## config.mk

```make
export PLATFORM = sky130hd
export DESIGN_NAME = integer_to_text_formatter_core
export DESIGN_NICKNAME = d
export VERILOG_FILES = /design/src/rtl/core/itf_pkg.sv /design/src/rtl/core/itf_digits.sv /design/src/rtl/core/integer_to_text_formatter_core.sv
export SDC_FILE = /design/constraint.sdc
export NUM_CORES = 1
export LEC_CHECK = 0
export ABC_AREA = 1
export BUFFER_PORTS_ARGS = -buffer_cell sky130_fd_sc_hd__buf_2
export CAP_MARGIN = 20
export CELL_PAD_IN_SITES_DETAIL_PLACEMENT = 0
export CELL_PAD_IN_SITES_GLOBAL_PLACEMENT = 1
export CORE_MARGIN = 5
export CORE_UTILIZATION = 46
export DETAILED_ROUTE_END_ITERATION = 12
export PLACE_DENSITY_LB_ADDON = 0.1
export SETUP_SLACK_MARGIN = 0.02
export SLEW_MARGIN = 20
export SYNTH_ARGS = -nofsm -noshare
export SYNTH_HDL_FRONTEND = slang
export SYNTH_SLANG_ARGS = --single-unit
```

## constraint.sdc

```tcl
create_clock -name clk -period 6.12 [get_ports clk]
set_input_delay 1.53 -clock clk [delete_from_list [all_inputs] [get_ports clk]]
set_output_delay 1.53 -clock clk [all_outputs]
set_load 0.01 [all_outputs]
```

## src/rtl/core/itf_pkg.sv

```systemverilog
package itf_pkg;

  // default cap on field width and precision
  localparam int MAX_FIELD_DEF = 60;

  // digit slots: 22 octal digits cover 64 bits, the most of any radix
  localparam int DIG_SLOTS = 24;
  localparam int ND_W      = $clog2(DIG_SLOTS + 1);

  // radix selector codes (any other code means hexadecimal)
  localparam logic [1:0] RADIX_OCT = 2'd0;
  localparam logic [1:0] RADIX_DEC = 2'd1;
  localparam logic [1:0] RADIX_HEX = 2'd2;

  // format flag masks
  localparam logic [4:0] FMT_LEFT  = 5'd1;
  localparam logic [4:0] FMT_PLUS  = 5'd2;
  localparam logic [4:0] FMT_BLANK = 5'd4;
  localparam logic [4:0] FMT_ALT   = 5'd8;
  localparam logic [4:0] FMT_ZPAD  = 5'd16;

  // ascii codes
  localparam logic [7:0] CH_SPACE = 8'h20;
  localparam logic [7:0] CH_PLUS  = 8'h2B;
  localparam logic [7:0] CH_MINUS = 8'h2D;
  localparam logic [7:0] CH_ZERO  = 8'h30;
  localparam logic [7:0] CH_X     = 8'h78;
  localparam logic [7:0] CH_A     = 8'h41;

  typedef enum logic [2:0] {
    S_IDLE,
    S_CONV,
    S_SCAN,
    S_SETUP,
    S_EMIT
  } fmt_state_t;

  // control from the sequencer to the digit unit
  typedef struct packed {
    logic start;   // load magnitude, clear digits
    logic dabble;  // one decimal conversion step
    logic unpack;  // split magnitude into octal or hex digits
    logic hex;     // unpack as hex when set, else octal
    logic shift;   // drop the top digit
  } dig_ctrl_t;

  // digit value to upper-case ascii
  function automatic logic [7:0] digit_char(input logic [3:0] d);
    logic [7:0] c;
    if (d < 4'd10) c = CH_ZERO + {4'h0, d};
    else           c = CH_A + {4'h0, d} - 8'd10;
    return c;
  endfunction

endpackage

```

## src/rtl/core/itf_digits.sv

```systemverilog
module itf_digits (
  input  logic              clk,
  input  itf_pkg::dig_ctrl_t ctrl,
  input  logic [63:0]       mag,
  output logic [3:0]        top_digit
);

  localparam int NS = itf_pkg::DIG_SLOTS;

  logic [63:0]         mag_r;
  logic [NS-1:0][3:0]  dig_r;
  logic [NS-1:0][3:0]  adj;
  logic [NS-1:0][3:0]  unp;
  logic [95:0]         mag_x;
  logic [NS*4:0]       dab;

  assign mag_x = {32'h0, mag_r};

  // add-3 correction per bcd digit, all digits at once
  always_comb begin
    for (int i = 0; i < NS; i++) begin
      adj[i] = (dig_r[i] >= 4'd5) ? dig_r[i] + 4'd3 : dig_r[i];
    end
  end

  // corrected digits shifted up by one bit, next magnitude bit in
  assign dab = {adj, mag_r[63]};

  // direct split for power-of-two radices
  always_comb begin
    for (int i = 0; i < NS; i++) begin
      if (ctrl.hex) unp[i] = mag_x[4*i +: 4];
      else          unp[i] = {1'b0, mag_x[3*i +: 3]};
    end
  end

  // magnitude and digit shift registers
  always_ff @(posedge clk) begin
    if (ctrl.start) begin
      mag_r <= mag;
      dig_r <= '0;
    end else if (ctrl.dabble) begin
      dig_r <= dab[NS*4-1:0];
      mag_r <= {mag_r[62:0], 1'b0};
    end else if (ctrl.unpack) begin
      dig_r <= unp;
    end else if (ctrl.shift) begin
      dig_r <= {dig_r[NS-2:0], 4'h0};
    end
  end

  assign top_digit = dig_r[NS-1];

endmodule

```

## src/rtl/core/integer_to_text_formatter_core.sv

```systemverilog
// Formats one 64-bit integer per input word as printf-style text (octal, decimal or
// upper-case hex, with sign, alternate-form prefix, width, precision and padding flags)
// and sends it out one ascii character per output word, tlast on the final one; a
// number whose text is empty gives no output word. An item is accepted, then converted
// by bit-serial binary-to-bcd conversion for decimal (a direct split for octal or hex),
// leading zero digits are scanned off, a setup step follows, then one character per
// cycle (at most MAX_FIELD+3) goes out while the output is not stalled. The next
// word is taken as soon as the last character sits in the output register.
module integer_to_text_formatter_core #(
  parameter int MAX_FIELD = itf_pkg::MAX_FIELD_DEF
) (
  input  logic        clk,
  input  logic        rst_n,
  input  logic        in_tvalid,
  output logic        in_tready,
  // value[63:0], radix_sel[65:64], field_width[71:66], min_digits[78:72],
  // signed_conv[79], fmt_flags[84:80], zero[87:85]
  input  logic [87:0] in_tdata,
  output logic        out_tvalid,
  input  logic        out_tready,
  // out_char[7:0]
  output logic [7:0]  out_tdata,
  output logic        out_tlast
);

  localparam int CW = $clog2(MAX_FIELD + 4);
  localparam int NW = itf_pkg::ND_W;
  localparam logic [CW-1:0] MAXF = CW'(MAX_FIELD);

  // input fields
  logic [63:0] value;
  logic [1:0]  radix_sel;
  logic [5:0]  field_width;
  logic [6:0]  min_digits;
  logic        signed_conv;
  logic [4:0]  fmt_flags;

  assign value       = in_tdata[63:0];
  assign radix_sel   = in_tdata[65:64];
  assign field_width = in_tdata[71:66];
  assign min_digits  = in_tdata[78:72];
  assign signed_conv = in_tdata[79];
  assign fmt_flags   = in_tdata[84:80];

  itf_pkg::fmt_state_t state_r, state_nxt;

  logic [1:0]    radix_r;
  logic [CW-1:0] wid_r, prec_r;
  logic          has_sign_r;
  logic [7:0]    sign_ch_r;
  logic [1:0]    pre_len_r;
  logic          nodig_r, left_r, zpad_r;
  logic [5:0]    bit_r;
  logic [NW-1:0] nd_r;

  logic [CW-1:0] lead_r, zcnt_r, trail_r, cnt_r, dcnt_r;
  logic [1:0]    pre_r;
  logic          sign_pend_r;

  logic          out_tvalid_r, out_tlast_r;
  logic [7:0]    out_tdata_r;

  itf_pkg::dig_ctrl_t dctl;
  logic [3:0]    top_digit;
  logic          accept, emit_go;

  // decoded input spec
  logic          neg_in, is_hex_in, zero_in, given_in;
  logic [63:0]   mag_in;
  logic [CW-1:0] wid_in, prec_in;

  assign accept    = in_tvalid && in_tready;
  assign in_tready = (state_r == itf_pkg::S_IDLE);
  assign neg_in    = signed_conv && value[63];
  assign mag_in    = neg_in ? (64'd0 - value) : value;
  assign is_hex_in = (radix_sel != itf_pkg::RADIX_OCT) && (radix_sel != itf_pkg::RADIX_DEC);
  assign zero_in   = (value == 64'd0);
  assign given_in  = !min_digits[6];
  assign wid_in    = (int'(field_width) > MAX_FIELD) ? MAXF : CW'(field_width);
  assign prec_in   = !given_in ? '0 :
                     (int'(min_digits[5:0]) > MAX_FIELD) ? MAXF : CW'(min_digits[5:0]);

  itf_digits u_digits (
    .clk       (clk),
    .ctrl      (dctl),
    .mag       (mag_in),
    .top_digit (top_digit)
  );

  // setup arithmetic
  logic [CW-1:0] nd_ext, zeros_c, body_c, pad_c, total_c;
  assign nd_ext  = CW'(nd_r);
  assign zeros_c = (prec_r > nd_ext) ? prec_r - nd_ext : '0;
  assign body_c  = CW'(has_sign_r) + CW'(pre_len_r) + zeros_c + nd_ext;
  assign pad_c   = (wid_r > body_c) ? wid_r - body_c : '0;
  assign total_c = pad_c + body_c;

  assign emit_go = !out_tvalid_r || out_tready;

  // character pick for the emit state
  logic [7:0] ch_c;
  always_comb begin
    if (lead_r != '0)       ch_c = itf_pkg::CH_SPACE;
    else if (sign_pend_r)   ch_c = sign_ch_r;
    else if (pre_r != 2'd0) ch_c = (pre_r == 2'd1 && pre_len_r == 2'd2) ? itf_pkg::CH_X
                                                                         : itf_pkg::CH_ZERO;
    else if (zcnt_r != '0)  ch_c = itf_pkg::CH_ZERO;
    else if (dcnt_r != '0)  ch_c = itf_pkg::digit_char(top_digit);
    else                    ch_c = itf_pkg::CH_SPACE;
  end

  // next state and digit unit control
  always_comb begin
    state_nxt   = state_r;
    dctl        = '0;
    dctl.hex    = (radix_r != itf_pkg::RADIX_OCT);
    case (state_r)
      itf_pkg::S_IDLE: begin
        if (accept) begin
          dctl.start = 1'b1;
          state_nxt  = itf_pkg::S_CONV;
        end
      end
      itf_pkg::S_CONV: begin
        if (radix_r == itf_pkg::RADIX_DEC) begin
          dctl.dabble = 1'b1;
          if (bit_r == 6'd63) state_nxt = itf_pkg::S_SCAN;
        end else begin
          dctl.unpack = 1'b1;
          state_nxt   = itf_pkg::S_SCAN;
        end
      end
      itf_pkg::S_SCAN: begin
        if (!nodig_r && nd_r > NW'(1) && top_digit == 4'h0) dctl.shift = 1'b1;
        else state_nxt = itf_pkg::S_SETUP;
      end
      itf_pkg::S_SETUP: begin
        state_nxt = (total_c == '0) ? itf_pkg::S_IDLE : itf_pkg::S_EMIT;
      end
      itf_pkg::S_EMIT: begin
        if (emit_go) begin
          if (lead_r == '0 && !sign_pend_r && pre_r == 2'd0 && zcnt_r == '0 &&
              dcnt_r != '0) dctl.shift = 1'b1;
          if (cnt_r == CW'(1)) state_nxt = itf_pkg::S_IDLE;
        end
      end
      default: state_nxt = itf_pkg::S_IDLE;
    endcase
  end

  always_ff @(posedge clk) begin
    if (!rst_n) state_r <= itf_pkg::S_IDLE;
    else        state_r <= state_nxt;
  end

  // spec capture, conversion counters and segment counters
  always_ff @(posedge clk) begin
    if (accept) begin
      radix_r    <= is_hex_in ? itf_pkg::RADIX_HEX : radix_sel;
      wid_r      <= wid_in;
      prec_r     <= prec_in;
      has_sign_r <= neg_in || (signed_conv && (fmt_flags & (itf_pkg::FMT_PLUS |
                    itf_pkg::FMT_BLANK)) != 5'd0);
      sign_ch_r  <= neg_in ? itf_pkg::CH_MINUS :
                    ((fmt_flags & itf_pkg::FMT_PLUS) != 5'd0) ? itf_pkg::CH_PLUS
                                                              : itf_pkg::CH_SPACE;
      pre_len_r  <= ((fmt_flags & itf_pkg::FMT_ALT) == 5'd0) ? 2'd0 :
                    is_hex_in ? 2'd2 :
                    (radix_sel == itf_pkg::RADIX_OCT && zero_in) ? 2'd1 : 2'd0;
      nodig_r    <= given_in && prec_in == '0 && zero_in;
      left_r     <= (fmt_flags & itf_pkg::FMT_LEFT) != 5'd0;
      zpad_r     <= (fmt_flags & itf_pkg::FMT_ZPAD) != 5'd0;
      bit_r      <= '0;
      nd_r       <= NW'(itf_pkg::DIG_SLOTS);
    end
    if (state_r == itf_pkg::S_CONV) bit_r <= bit_r + 6'd1;
    if (state_r == itf_pkg::S_SCAN) begin
      if (nodig_r) nd_r <= '0;
      else if (dctl.shift) nd_r <= nd_r - NW'(1);
    end
    if (state_r == itf_pkg::S_SETUP) begin
      lead_r      <= (!left_r && !zpad_r) ? pad_c : '0;
      sign_pend_r <= has_sign_r;
      pre_r       <= pre_len_r;
      zcnt_r      <= ((!left_r && zpad_r) ? pad_c : '0) + zeros_c;
      dcnt_r      <= nd_ext;
      trail_r     <= left_r ? pad_c : '0;
      cnt_r       <= total_c;
    end
    if (state_r == itf_pkg::S_EMIT && emit_go) begin
      cnt_r <= cnt_r - CW'(1);
      if (lead_r != '0)       lead_r <= lead_r - CW'(1);
      else if (sign_pend_r)   sign_pend_r <= 1'b0;
      else if (pre_r != 2'd0) pre_r <= pre_r - 2'd1;
      else if (zcnt_r != '0)  zcnt_r <= zcnt_r - CW'(1);
      else if (dcnt_r != '0)  dcnt_r <= dcnt_r - CW'(1);
      else                    trail_r <= trail_r - CW'(1);
    end
  end

  // output register
  always_ff @(posedge clk) begin
    if (!rst_n) begin
      out_tvalid_r <= 1'b0;
    end else if (state_r == itf_pkg::S_EMIT && emit_go) begin
      out_tvalid_r <= 1'b1;
    end else if (out_tready) begin
      out_tvalid_r <= 1'b0;
    end
  end

  always_ff @(posedge clk) begin
    if (state_r == itf_pkg::S_EMIT && emit_go) begin
      out_tdata_r <= ch_c;
      out_tlast_r <= (cnt_r == CW'(1));
    end
  end

  assign out_tvalid = out_tvalid_r;
  assign out_tdata  = out_tdata_r;
  assign out_tlast  = out_tlast_r;

  // segment counters always add up to the characters still owed
  a_seg_sum: assert property (@(posedge clk) disable iff (!rst_n)
    state_r == itf_pkg::S_EMIT |->
      (CW+2)'(lead_r) + (CW+2)'(sign_pend_r) + (CW+2)'(pre_r) + (CW+2)'(zcnt_r) +
      (CW+2)'(dcnt_r) + (CW+2)'(trail_r) == (CW+2)'(cnt_r))
    else $error("segment counters disagree with remaining count");

  // emit never runs with nothing left to send
  a_emit_cnt: assert property (@(posedge clk) disable iff (!rst_n)
    state_r == itf_pkg::S_EMIT |-> cnt_r != '0)
    else $error("emit state with zero characters left");

  // the last character word is followed by idle
  a_last_idle: assert property (@(posedge clk) disable iff (!rst_n)
    state_r == itf_pkg::S_EMIT && emit_go && cnt_r == CW'(1) |=>
      state_r == itf_pkg::S_IDLE && out_tvalid && out_tlast)
    else $error("last character not followed by idle");

  // digit count stays within the digit slots
  a_nd_range: assert property (@(posedge clk) disable iff (!rst_n)
    state_r == itf_pkg::S_SETUP |-> int'(nd_r) <= itf_pkg::DIG_SLOTS)
    else $error("digit count out of range");

endmodule

```

==> impl_metrics.yaml, run 1 <==
run_status:
  status: "finished, final reports clean"
worst_setup_path:
  worstPathRequired_ns: 6.62
  cp-end-kind: "flip-flop"
  cpMostUsedCell: "nand2_1"
  crit_slowest_cell: "fa_1"
  cp_slowest_stage_delay_ns: 0.44
  crit_arrival_ns: 6.11
  crit_fanout: 5
  critical_path_class: "flip-flop to flip-flop"
  start_kind: "flip-flop"
floorplanning:
  io-pin-count: 103
  row_count: 70
  die_h_um: 202.3
  die-width_um: 202.3
  initial_core_util_pct: 46.58
  core_area_um2: 36520
  dieArea_um2: 40930
min_path:
  hp-class: "flip-flop to flip-flop"
place:
  dp_slack_ns: 0.1285
  hpwlAfterDp_um: 36370
  io_buffers: 98
  place_area_um2: 17810
  dp_cells: 2787
  routabilityCongestion: 0.8845
grt:
  grt.total_usage_pct: 24.13
  grt_overflow: 0
  grt_pass1_vias: 15210
  grt_max_degree: 120
  antenna_found_initial: 0
  grt_pass1_wl_um: 81460
final_layout:
  drive_gt1_share_pct: 12.80
  final_cells: 2843
  layout_common_cells: "nand2_1 (365), inv_1 (274), nor2_1 (252), o21ai_0 (243), a21oi_1 (156)"
  layout_commonest_cell: "nand2_1"
  post-route-util_pct: 51.75
  syn_to_final_growth_pct: 11.11
  antenna_cells: 0
  fill_cells: 3629
  final_area_um2: 18900
  fin_nets: 2535
clocking:
  cts_tree: "yes"
  numClockSinks: 233
  cts.clk_slew.worst_paths_ns: 0.06
  cts_buffers: 30
  clockBufferDepth: 3
  clockRootBuffer: "clkbuf_16"
  insertion_delay_ns: 0.57
  h-tree-depth: 1
sta:
  timing.final.ws_setup_ns: 0.5120
  worst_pin_slew_ns: 1.006
  hold_viol: 0
  setup_viol: 0
  rsz0062_at_grt: "yes"
  min_period_ns: 5.608
  slew_headroom_pct: 32.83
  min_period_over_period_pct: 91.63
  finClkSkew_ns: 0.01426
  drv_slew: 0
  clock.fmax_mhz: 178.3
detailed_routing:
  wl_met2_um: 23980
  dr.pass1.iters: 5
  via_count: 15680
  post-route-drc-count: 0
  routedWlPerCell_um: 17.77
  drt.antenna.violating_nets: 0
  drt_iter0_drc: 1090
  highest_layer: "met4"
  routed_via_density: 5.517
  drt-met1-wl_um: 22880
  wl_met3_um: 2148
  wl_um: 50520
power_and_ir_drop:
  vdd_drop_max_uv: 304.4
  p_total_mw: 9.575
  power_density_nw_per_um2: 506.6
  p_leak_nw: 7.639
yosys:
  syn_inst: 2298
  syn-num-nets: 2482
  synthDistinctLibCells: 67
  ys_warn_count: 0
  synth_edf_count: 107
  syn_area_per_cell_um2: 7.403
  syn_area_um2: 17010
  ys_seq_area_share_pct: 33.72
  async_reset_ff_share_pct: 0
  synth_seq_cells: 233
  synth_ff_type: "dfxtp_1"
run:
  maxCapViolations: 0
cell usage after synthesis (3+ instances only):
cell type,n,area share (%)
inv_2,15,0.33
a31oi_1,25,0.92
a22oi_1,5,0.22
or2_0,4,0.15
o21ai_0,247,7.3
a211oi_2,49,3.6
fa_1,7,0.82
o31ai_1,4,0.18
buf_2,9,0.26
nor3_1,43,1.3
ha_1,85,6.3
nand2_1,368,8.1
nor2_4,5,0.33
xor2_1,72,3.7
o211ai_1,9,0.40
clkbuf_1,66,1.5
nand3b_1,9,0.40
a211oi_1,9,0.40
o32ai_1,4,0.21
nor2_2,10,0.37
buf_6,6,0.40
nand4_1,14,0.51
a21oi_1,157,4.6
buf_1,9,0.20
inv_1,274,6.0
nor2_1,258,5.7
xnor2_1,21,1.1
o21ai_1,31,0.91
nor4_1,15,0.55
edfxtp_1,107,19
o21bai_1,3,0.13
a311oi_2,8,0.71
and2_1,8,0.29
or2_2,13,0.48
buf_8,3,0.26
a32oi_1,12,0.62
buf_4,7,0.31
nor3_2,3,0.18
a221oi_1,16,0.82
dfxtp_1,126,15
o22ai_1,34,1.3
nand3_1,96,2.8
through the flow:
| step | TNS [ns] | hold slack (ns) |
|---|---|---|
| final | 0 | 0.4532 |
| after global routing | -0.03085 | 0.5188 |
| after CTS | 0 | 0.4561 |
| after detailed placement | 0 | 0.4482 |
| after global placement | 0 | 0.4444 |
| after floorplan | 0 | 0.4266 |
cells by family (layout without fill, tap and decap cells):
family          count (synthesis)  count (layout)  synth area share, %
buf+inv                       391             468                9.326
fa+ha+maj                      92              92                7.076
compound gates                627             627                22.96
other cells                     1               1              0.02204
simple gates                  859             859                21.99
flops                         233             233                33.72
xor+xnor                       93              93                4.788
mux                             2               2               0.1250
metal layers:
metal	track usage, %	vias to the layer above
met5	0	-
met4	7.129	0
met3	2.808	76
met2	41.52	337
met1	32.01	7335
li1	-	7936
timing repair:
action / 4_1_cts / 5_1_grt
setup endpoints to repair: 0 / 9
buffers inserted: 0 / 0
resized for setup: 0 / 20
hold buffers: 0 / 0
report_power, final:
group	internal, mW	switching (mW)	total (mW)	leakage (nW)
clock	1.12	0.705	1.82	0.510
combinational	1.73	3.14	4.87	5.05
sequential	2.36	0.527	2.88	2.08
final timing paths:
path	slack (ns)	cells after the start	from	to
hold reg to reg	0.45	1	zcnt_r[0]	zcnt_r[0]
setup reg to reg	0.51	31	nd_r[3]	zcnt_r[5]
setup / recovery	0.51	31	nd_r[3]	zcnt_r[5]
hold / removal	0.45	1	zcnt_r[0]	zcnt_r[0]
worst max-delay path: cells and delay by family, from the launching register on:
family	cells	cell delay (ns)
AO/OA/AOI/OAI	7	0.96
buffers and inverters	3	0.28
AND/OR/NAND/NOR	12	1.32
flip-flops	1	0.36
adder cells (fa/ha/maj)	6	2.09
XOR/XNOR	3	0.52
area by class of cell:
class,instances,area (um^2),area share (%)
Multi-Input combinational cell,1674,9778,51.73
Timing Repair Buffer,121,679.4,3.594
Clock inverter,15,150.1,0.7943
Tap cell,468,585.6,3.098
Sequential cell,233,5736,30.34
Clock buffer,41,874.6,4.627
Inverter,291,1099,5.812
flip-flops by register name, indices dropped and copies added (netlist names), 3 cells and up:
| register | flops |
|---|---|
| u_digits.dig_r | 92 |
| u_digits.mag_r | 64 |
| out_tdata | 7 |
| bit_r | 6 |
| cnt_r | 6 |
| dcnt_r | 6 |
| lead_r | 6 |
| prec_r | 6 |
| wid_r | 6 |
| zcnt_r | 6 |
| nd_r | 5 |
| u_digits.top_digit | 4 |
| sign_ch_r | 3 |
| state_r | 3 |
Power figures use the tool's default switching activity.
==> run 2, diff against run 1 <==
- CELL_PAD_IN_SITES_DETAIL_PLACEMENT: 0 -> not set
- CELL_PAD_IN_SITES_GLOBAL_PLACEMENT: 1 -> not set
- CORE_UTILIZATION: 46 -> 55
- PLACE_DENSITY: not set -> 0.76
- PLACE_DENSITY_LB_ADDON: 0.1 -> not set
- clock period: 6.12 -> 4.95 ns (I/O delays scaled with it)
==> run 2 against run 1 <==
  * The flow now finishes with violations (negative setup slack)
  * Design area rose by 2.9%
  * Combinational power rose by 47%
  * First-iteration DRC count rose by 51%
  * Maximum frequency rose by 6.0%
  * Routed wire length fell by 6.4%
  * Setup slack got worse by 0.86 ns
  * Via count rose by 4.3%
  * Critical path depth rose by 2
  * Clock skew rose by 0.0057 ns
  * Sequential power rose by 23%
==> impl_metrics.yaml, run 2 (same netlist as run 1, synthesis figures left out) <==
run_status:
  status: "finished, violations left"
  violations: "negative setup slack"
final_layout:
  drive_gt1_share_pct: 16.89
  largest_reg_flops: 92
  fin_nets: 2591
  layout_commonest_cell: "nand2_1"
  regMostFlops: "u_digits.dig_r"
  post-route-util_pct: 63.56
  final_area_um2: 19440
  antenna_cells: 0
  final_cells: 2824
  layout_common_cells: "nand2_1 (355), inv_1 (268), nor2_1 (252), o21ai_0 (235), a21oi_1 (151)"
  syn_to_final_growth_pct: 14.30
  fill_cells: 2694
power_and_ir_drop:
  pwr-share-comb_pct: 56.5
  p_total_mw: 12.66
  switching_power_mw: 5.693
  p_leak_nw: 7.884
  power_density_nw_per_um2: 650.9
  clkPwrFrac_pct: 15.4
  internal_power_mw: 6.964
  power_frac_seq_pct: 28.0
  p_sw_share_pct: 44.98
  vdd_drop_max_uv: 479.1
grt:
  grt_max_degree: 129
  grt.total_usage_pct: 26.91
  antenna_found_initial: 1
  grt_pass1_vias: 15780
  grt_pass1_wl_um: 77710
  grt_overflow: 0
floorplanning:
  row_count: 64
  die_h_um: 185.9
  core_area_um2: 30590
  die-width_um: 185.9
  initial_core_util_pct: 55.61
  dieArea_um2: 34550
  io-pin-count: 103
detailed_routing:
  drt_iter0_drc: 1644
  wl_um: 47280
  drt.antenna.violating_nets: 0
  dr.pass1.iters: 8
  post-route-drc-count: 0
  routed_via_density: 5.792
  via_count: 16360
  routedWlPerCell_um: 16.74
clocking:
  insertion_delay_ns: 0.55
  cts.clk_slew.worst_paths_ns: 0.06
  clockRootBuffer: "clkbuf_16"
  clockBufferDepth: 3
  cts_buffers: 27
  h-tree-depth: 1
  cts_tree: "yes"
  numClockSinks: 233
sta:
  drv_slew: 0
  clock.fmax_mhz: 188.9
  worst_pin_slew_ns: 0.9480
  min_period_ns: 5.293
  slew_headroom_pct: 36.65
  rsz0062_at_grt: "yes"
  min_period_over_period_pct: 106.9
  setup_viol: 10
  hold_viol: 0
  timing.final.ws_setup_ns: -0.3430
  finClkSkew_ns: 0.01998
min_path:
  hold_start: "zcnt_r[0]"
  hp-class: "flip-flop to flip-flop"
  min_path_cells: 1
place:
  dp_cells: 2762
  hpwlAfterDp_um: 33280
  place_area_um2: 18240
  io_buffers: 98
  routabilityCongestion: 0.9202
worst_setup_path:
  crit_fanout: 7
  critical_path_class: "flip-flop to flip-flop"
  crit_slowest_cell: "fa_2"
  cp_slowest_stage_delay_ns: 0.48
  worstSetupStartpoint: "prec_r[0]"
  r2r_start: "prec_r[0]"
  crit_arrival_ns: 5.78
  cp-end-kind: "flip-flop"
  rr_worst_depth: 33
  start_kind: "flip-flop"
  worstPathRequired_ns: 5.44
run:
  maxCapViolations: 0
-- run 2: critical path: cells and delay by family, from the launching register on --
family | cells | cell delay (ns)
buffers and inverters | 6 | 0.45
DFF | 1 | 0.32
AOI/OAI and AO/OA | 4 | 0.56
xor gates and xnor gates | 2 | 0.30
and+or+nand+nor | 15 | 1.80
adders and majority gates | 6 | 1.77
-- run 2: path summary, 6_finish.rpt --
kind                             endpoint  slack [ns]
worst max register to register  zcnt_r[5]       -0.34
worst min-delay path            zcnt_r[0]        0.46
worst max-delay path            zcnt_r[5]       -0.34
worst min register to register  zcnt_r[0]        0.46
-- run 2: through the flow --
| stage | setup slack (ns) | TNS (ns) | hold slack (ns) |
|---|---|---|---|
| finish | -0.3430 | -1.983 | 0.4555 |
| global route | -0.7701 | -6.025 | 0.5090 |
| CTS | -0.2706 | -1.254 | 0.4658 |
| detailed placement | -0.3744 | -1.852 | 0.4577 |
| global placement | -0.2599 | -0.9485 | 0.4431 |
| floorplan | -0.2336 | -0.3937 | 0.4266 |
-- run 2: layout make-up --
cell class / count / area, um^2 / share of cell area, %
clock buffer: 38 / 782.0 / 4.022
clock inverter: 12 / 95.09 / 0.4891
inverter: 291 / 1101 / 5.663
multi-input combinational: 1674 / 10070 / 51.78
sequential: 233 / 5738 / 29.51
tap: 396 / 495.5 / 2.548
timing repair buffer: 180 / 1164 / 5.985
-- run 2: routing by layer --
| metal | global-route usage (%) | routed length [um] | part of all wire [%] | vias up |
|---|---|---|---|---|
| met4 | 8.394 | 1371 | 2.9 | 0 |
| met1 | 36.78 | 20370 | 43 | 7593 |
| li1 | - | - | - | 8053 |
| met3 | 3.694 | 3458 | 7.3 | 102 |
| met2 | 44.50 | 22090 | 47 | 608 |
| met5 | 0 | 0 | 0 | - |
-- run 2: power groups by stage --
stage / clock, mW / combinational (mW) / sequential [mW]
global route: 2.08 / 7.99 / 3.63
finish: 1.95 / 7.15 / 3.55
floorplan: 0 / 4.76 / 3.36
detailed placement: 0 / 6.42 / 3.55
global placement: 0 / 6.20 / 3.52
CTS: 1.99 / 6.73 / 3.52
-- run 2: timing repair --
action,CTS,global route
gates cloned,0,0
endpoints found under the hold margin,0,0
setup endpoints to repair,10,11
setup buffers,11,6
hold buffers,0,0
pin swaps,29,36
resized for setup,18,39
==> run 3, diff against run 2 <==
- ABC_AREA: 1 -> not set
- HOLD_SLACK_MARGIN: not set -> 0.12
==> run 3 against run 2 <==
  * The run still ends with negative setup slack left
  * Global-route usage fell by 0.72 points
  * Hold slack gained 0.011 ns
  * Flip-flop and latch count unchanged
  * Cell count decreased by 12%
  * Design area shrank 3.9%
  * Count of clock-buffer cells in the layout is 5 lower
  * Synthesized area decreased by 6.3%
  * Critical path type unchanged
  * Critical endpoint is now cnt_r[4]
  * Largest cell class unchanged
==> impl_metrics.yaml, run 3 <==
clocking:
  numClockSinks: 233
  insertion_delay_ns: 0.55
  ctsHoldBuffers: 0
  cts.clk_slew.worst_paths_ns: 0.07
  cts_tree: "yes"
  clockBufferDepth: 3
  clockRootBuffer: "clkbuf_16"
  h-tree-depth: 1
  cts_buffers: 27
place:
  routabilityCongestion: 0.8798
  hpwlAfterDp_um: 30630
  io_buffers: 98
  dp_slack_ns: -1.119
detailed_routing:
  via_count: 14960
  drt.antenna.violating_nets: 0
  drt_iter0_drc: 1276
  post-route-drc-count: 0
  routedWlPerCell_um: 18.14
  dr.pass1.iters: 5
  wl_um: 44900
  routed_via_density: 6.046
worst_setup_path:
  r2r_start: "prec_r[0]"
  start_kind: "flip-flop"
  cp_slowest_stage_delay_ns: 0.57
  crit_family: "adder cells"
  worstPathRequired_ns: 5.24
  cp_num_buf_inv: 5
  reg2reg_to: "cnt_r[4]"
  crit_slowest_cell: "fa_1"
  crit_fanout: 4
  cp-end-kind: "flip-flop"
  rr_worst_depth: 31
  r2r_slack_ns: -1.23
  crit_arrival_ns: 6.46
  critical_path_class: "flip-flop to flip-flop"
yosys:
  synth_seq_cells: 233
  ys_top_cells_by_count: "nor2_1 (224), o21ai_0 (208), nand2_1 (203), a21oi_1 (164), dfxtp_1 (126)"
  synth_ff_type: "dfxtp_1"
  async_reset_ff_share_pct: 0
  synth.top_cell.area_share_pct: 20.17
  synth_edf_count: 107
  synth_area_leaders: "edfxtp_1 (20%), dfxtp_1 (16%), ha_1 (6.7%), o21ai_0 (6.5%), nor2_1 (5.3%)"
  synth_top_area_cell: "edfxtp_1"
  syn_inst: 1924
  synth_most_common_cell: "nor2_1"
  syn-num-nets: 2108
  syn_area_per_cell_um2: 8.280
  synthDistinctLibCells: 83
  ys_seq_area_share_pct: 36.00
  ys_warn_count: 0
  syn_area_um2: 15930
grt:
  grt.busiest_layer: "met2"
  grt_max_degree: 80
  grt_pass1_wl_um: 72080
  grt.total_usage_pct: 26.20
  met1_usage_pct: 35.98
  grt_pass1_vias: 14280
  antenna_found_initial: 0
  met3_usage_pct: 4.037
  grt_util_met2_pct: 41.96
  grt_overflow: 0
sta:
  setup_viol: 19
  worst_pin_slew_ns: 1.076
  drv_slew: 0
  timing.final.ws_setup_ns: -1.230
  min_period_over_period_pct: 124.8
  min_period_ns: 6.180
  finClkSkew_ns: 0.01331
  hold_viol: 0
  slew_headroom_pct: 27.81
  clock.fmax_mhz: 161.8
  rsz0062_at_grt: "yes"
final_layout:
  post-route-util_pct: 65.31
  fin_nets: 2254
  syn_to_final_growth_pct: 17.34
  layout_commonest_cell: "nor2_1"
  fill_cells: 2356
  drive_gt1_share_pct: 18.03
  regMostFlops: "u_digits.dig_r"
  antenna_cells: 0
  layout_common_cells: "nor2_1 (215), o21ai_0 (199), nand2_1 (198), a21oi_1 (153), dfxtp_1 (125)"
  largest_reg_flops: 92
floorplanning:
  row_count: 62
  io-pin-count: 103
  initial_core_util_pct: 55.66
  core_area_um2: 28630
  die-width_um: 180.2
  dieArea_um2: 32470
  die_h_um: 180.2
run_status:
  violations: "negative setup slack"
  status: "finished, violations left"
min_path:
  min_path_cells: 1
  hold_start: "dcnt_r[5]"
  hp-class: "flip-flop to flip-flop"
  min_to: "dcnt_r[5]"
run:
  maxCapViolations: 0
## run 3: timing repair
| action | 4_1_cts | 5_1_grt |
|---|---|---|
| setup buffers | 39 | 11 |
| resized for setup | 40 | 23 |
| pin swaps | 31 | 38 |
| endpoints found under the setup margin | 19 | 19 |
## run 3: how the worst max path moves through the flow
stage,from,endpoint,slack [ns],cells past startpoint
floorplan,prec_r[0],zcnt_r[5],-0.96,31
global placement,prec_r[0],zcnt_r[5],-0.89,30
detailed placement,prec_r[0],zcnt_r[5],-1.12,30
CTS,prec_r[0],zcnt_r[5],-1.06,31
global route,prec_r[0],zcnt_r[5],-1.56,31
finish,prec_r[0],cnt_r[4],-1.23,31
## run 3: cell families after synthesis
logic type      Yosys count  share of synthesized area [%]
xor+xnor                116                          6.471
mux                      32                          2.105
buf+inv                 196                          4.885
fa+ha+maj                92                          7.555
other cells               1                        0.02354
simple gates            635                          18.81
compound gates          619                          24.15
flops                   233                          36.00
## run 3: layer usage
layer / up-vias / wire length, um / part of all wire [%]
li1: 7222 / - / -
met1: 7015 / 18870 / 42
met2: 598 / 20580 / 46
met3: 129 / 3753 / 8.4
met4: 0 / 1700 / 3.8
met5: - / 0 / 0
## run 3: metrics by stage
step                cells  setup TNS (ns)  instance area [um^2]  hold WS, ns
global route         2475          -18.19                 18690       0.4889
CTS                  2470          -11.15                 18540       0.4681
global placement     2383          -8.650                 17180       0.4522
detailed placement   2383          -12.01                 17180       0.4552
finish               2475          -13.43                 18690       0.4669
floorplan            1924          -7.550                 15990       0.4322
## run 3: area by class of cell
cell class | count | area (um^2) | area share, %
Clock inverter | 17 | 173.9 | 0.9303
Clock buffer | 33 | 718.2 | 3.842
Sequential cell | 233 | 5737 | 30.69
Timing Repair Buffer | 227 | 1516 | 8.112
Tap cell | 384 | 480.5 | 2.570
Inverter | 86 | 325.3 | 1.740
Multi-Input combinational cell | 1495 | 9743 | 52.12
Power of run 3 is left out: the tool's default activity adds up to more than one toggle a clock period on the data nets, which glitch-free logic cannot reach.
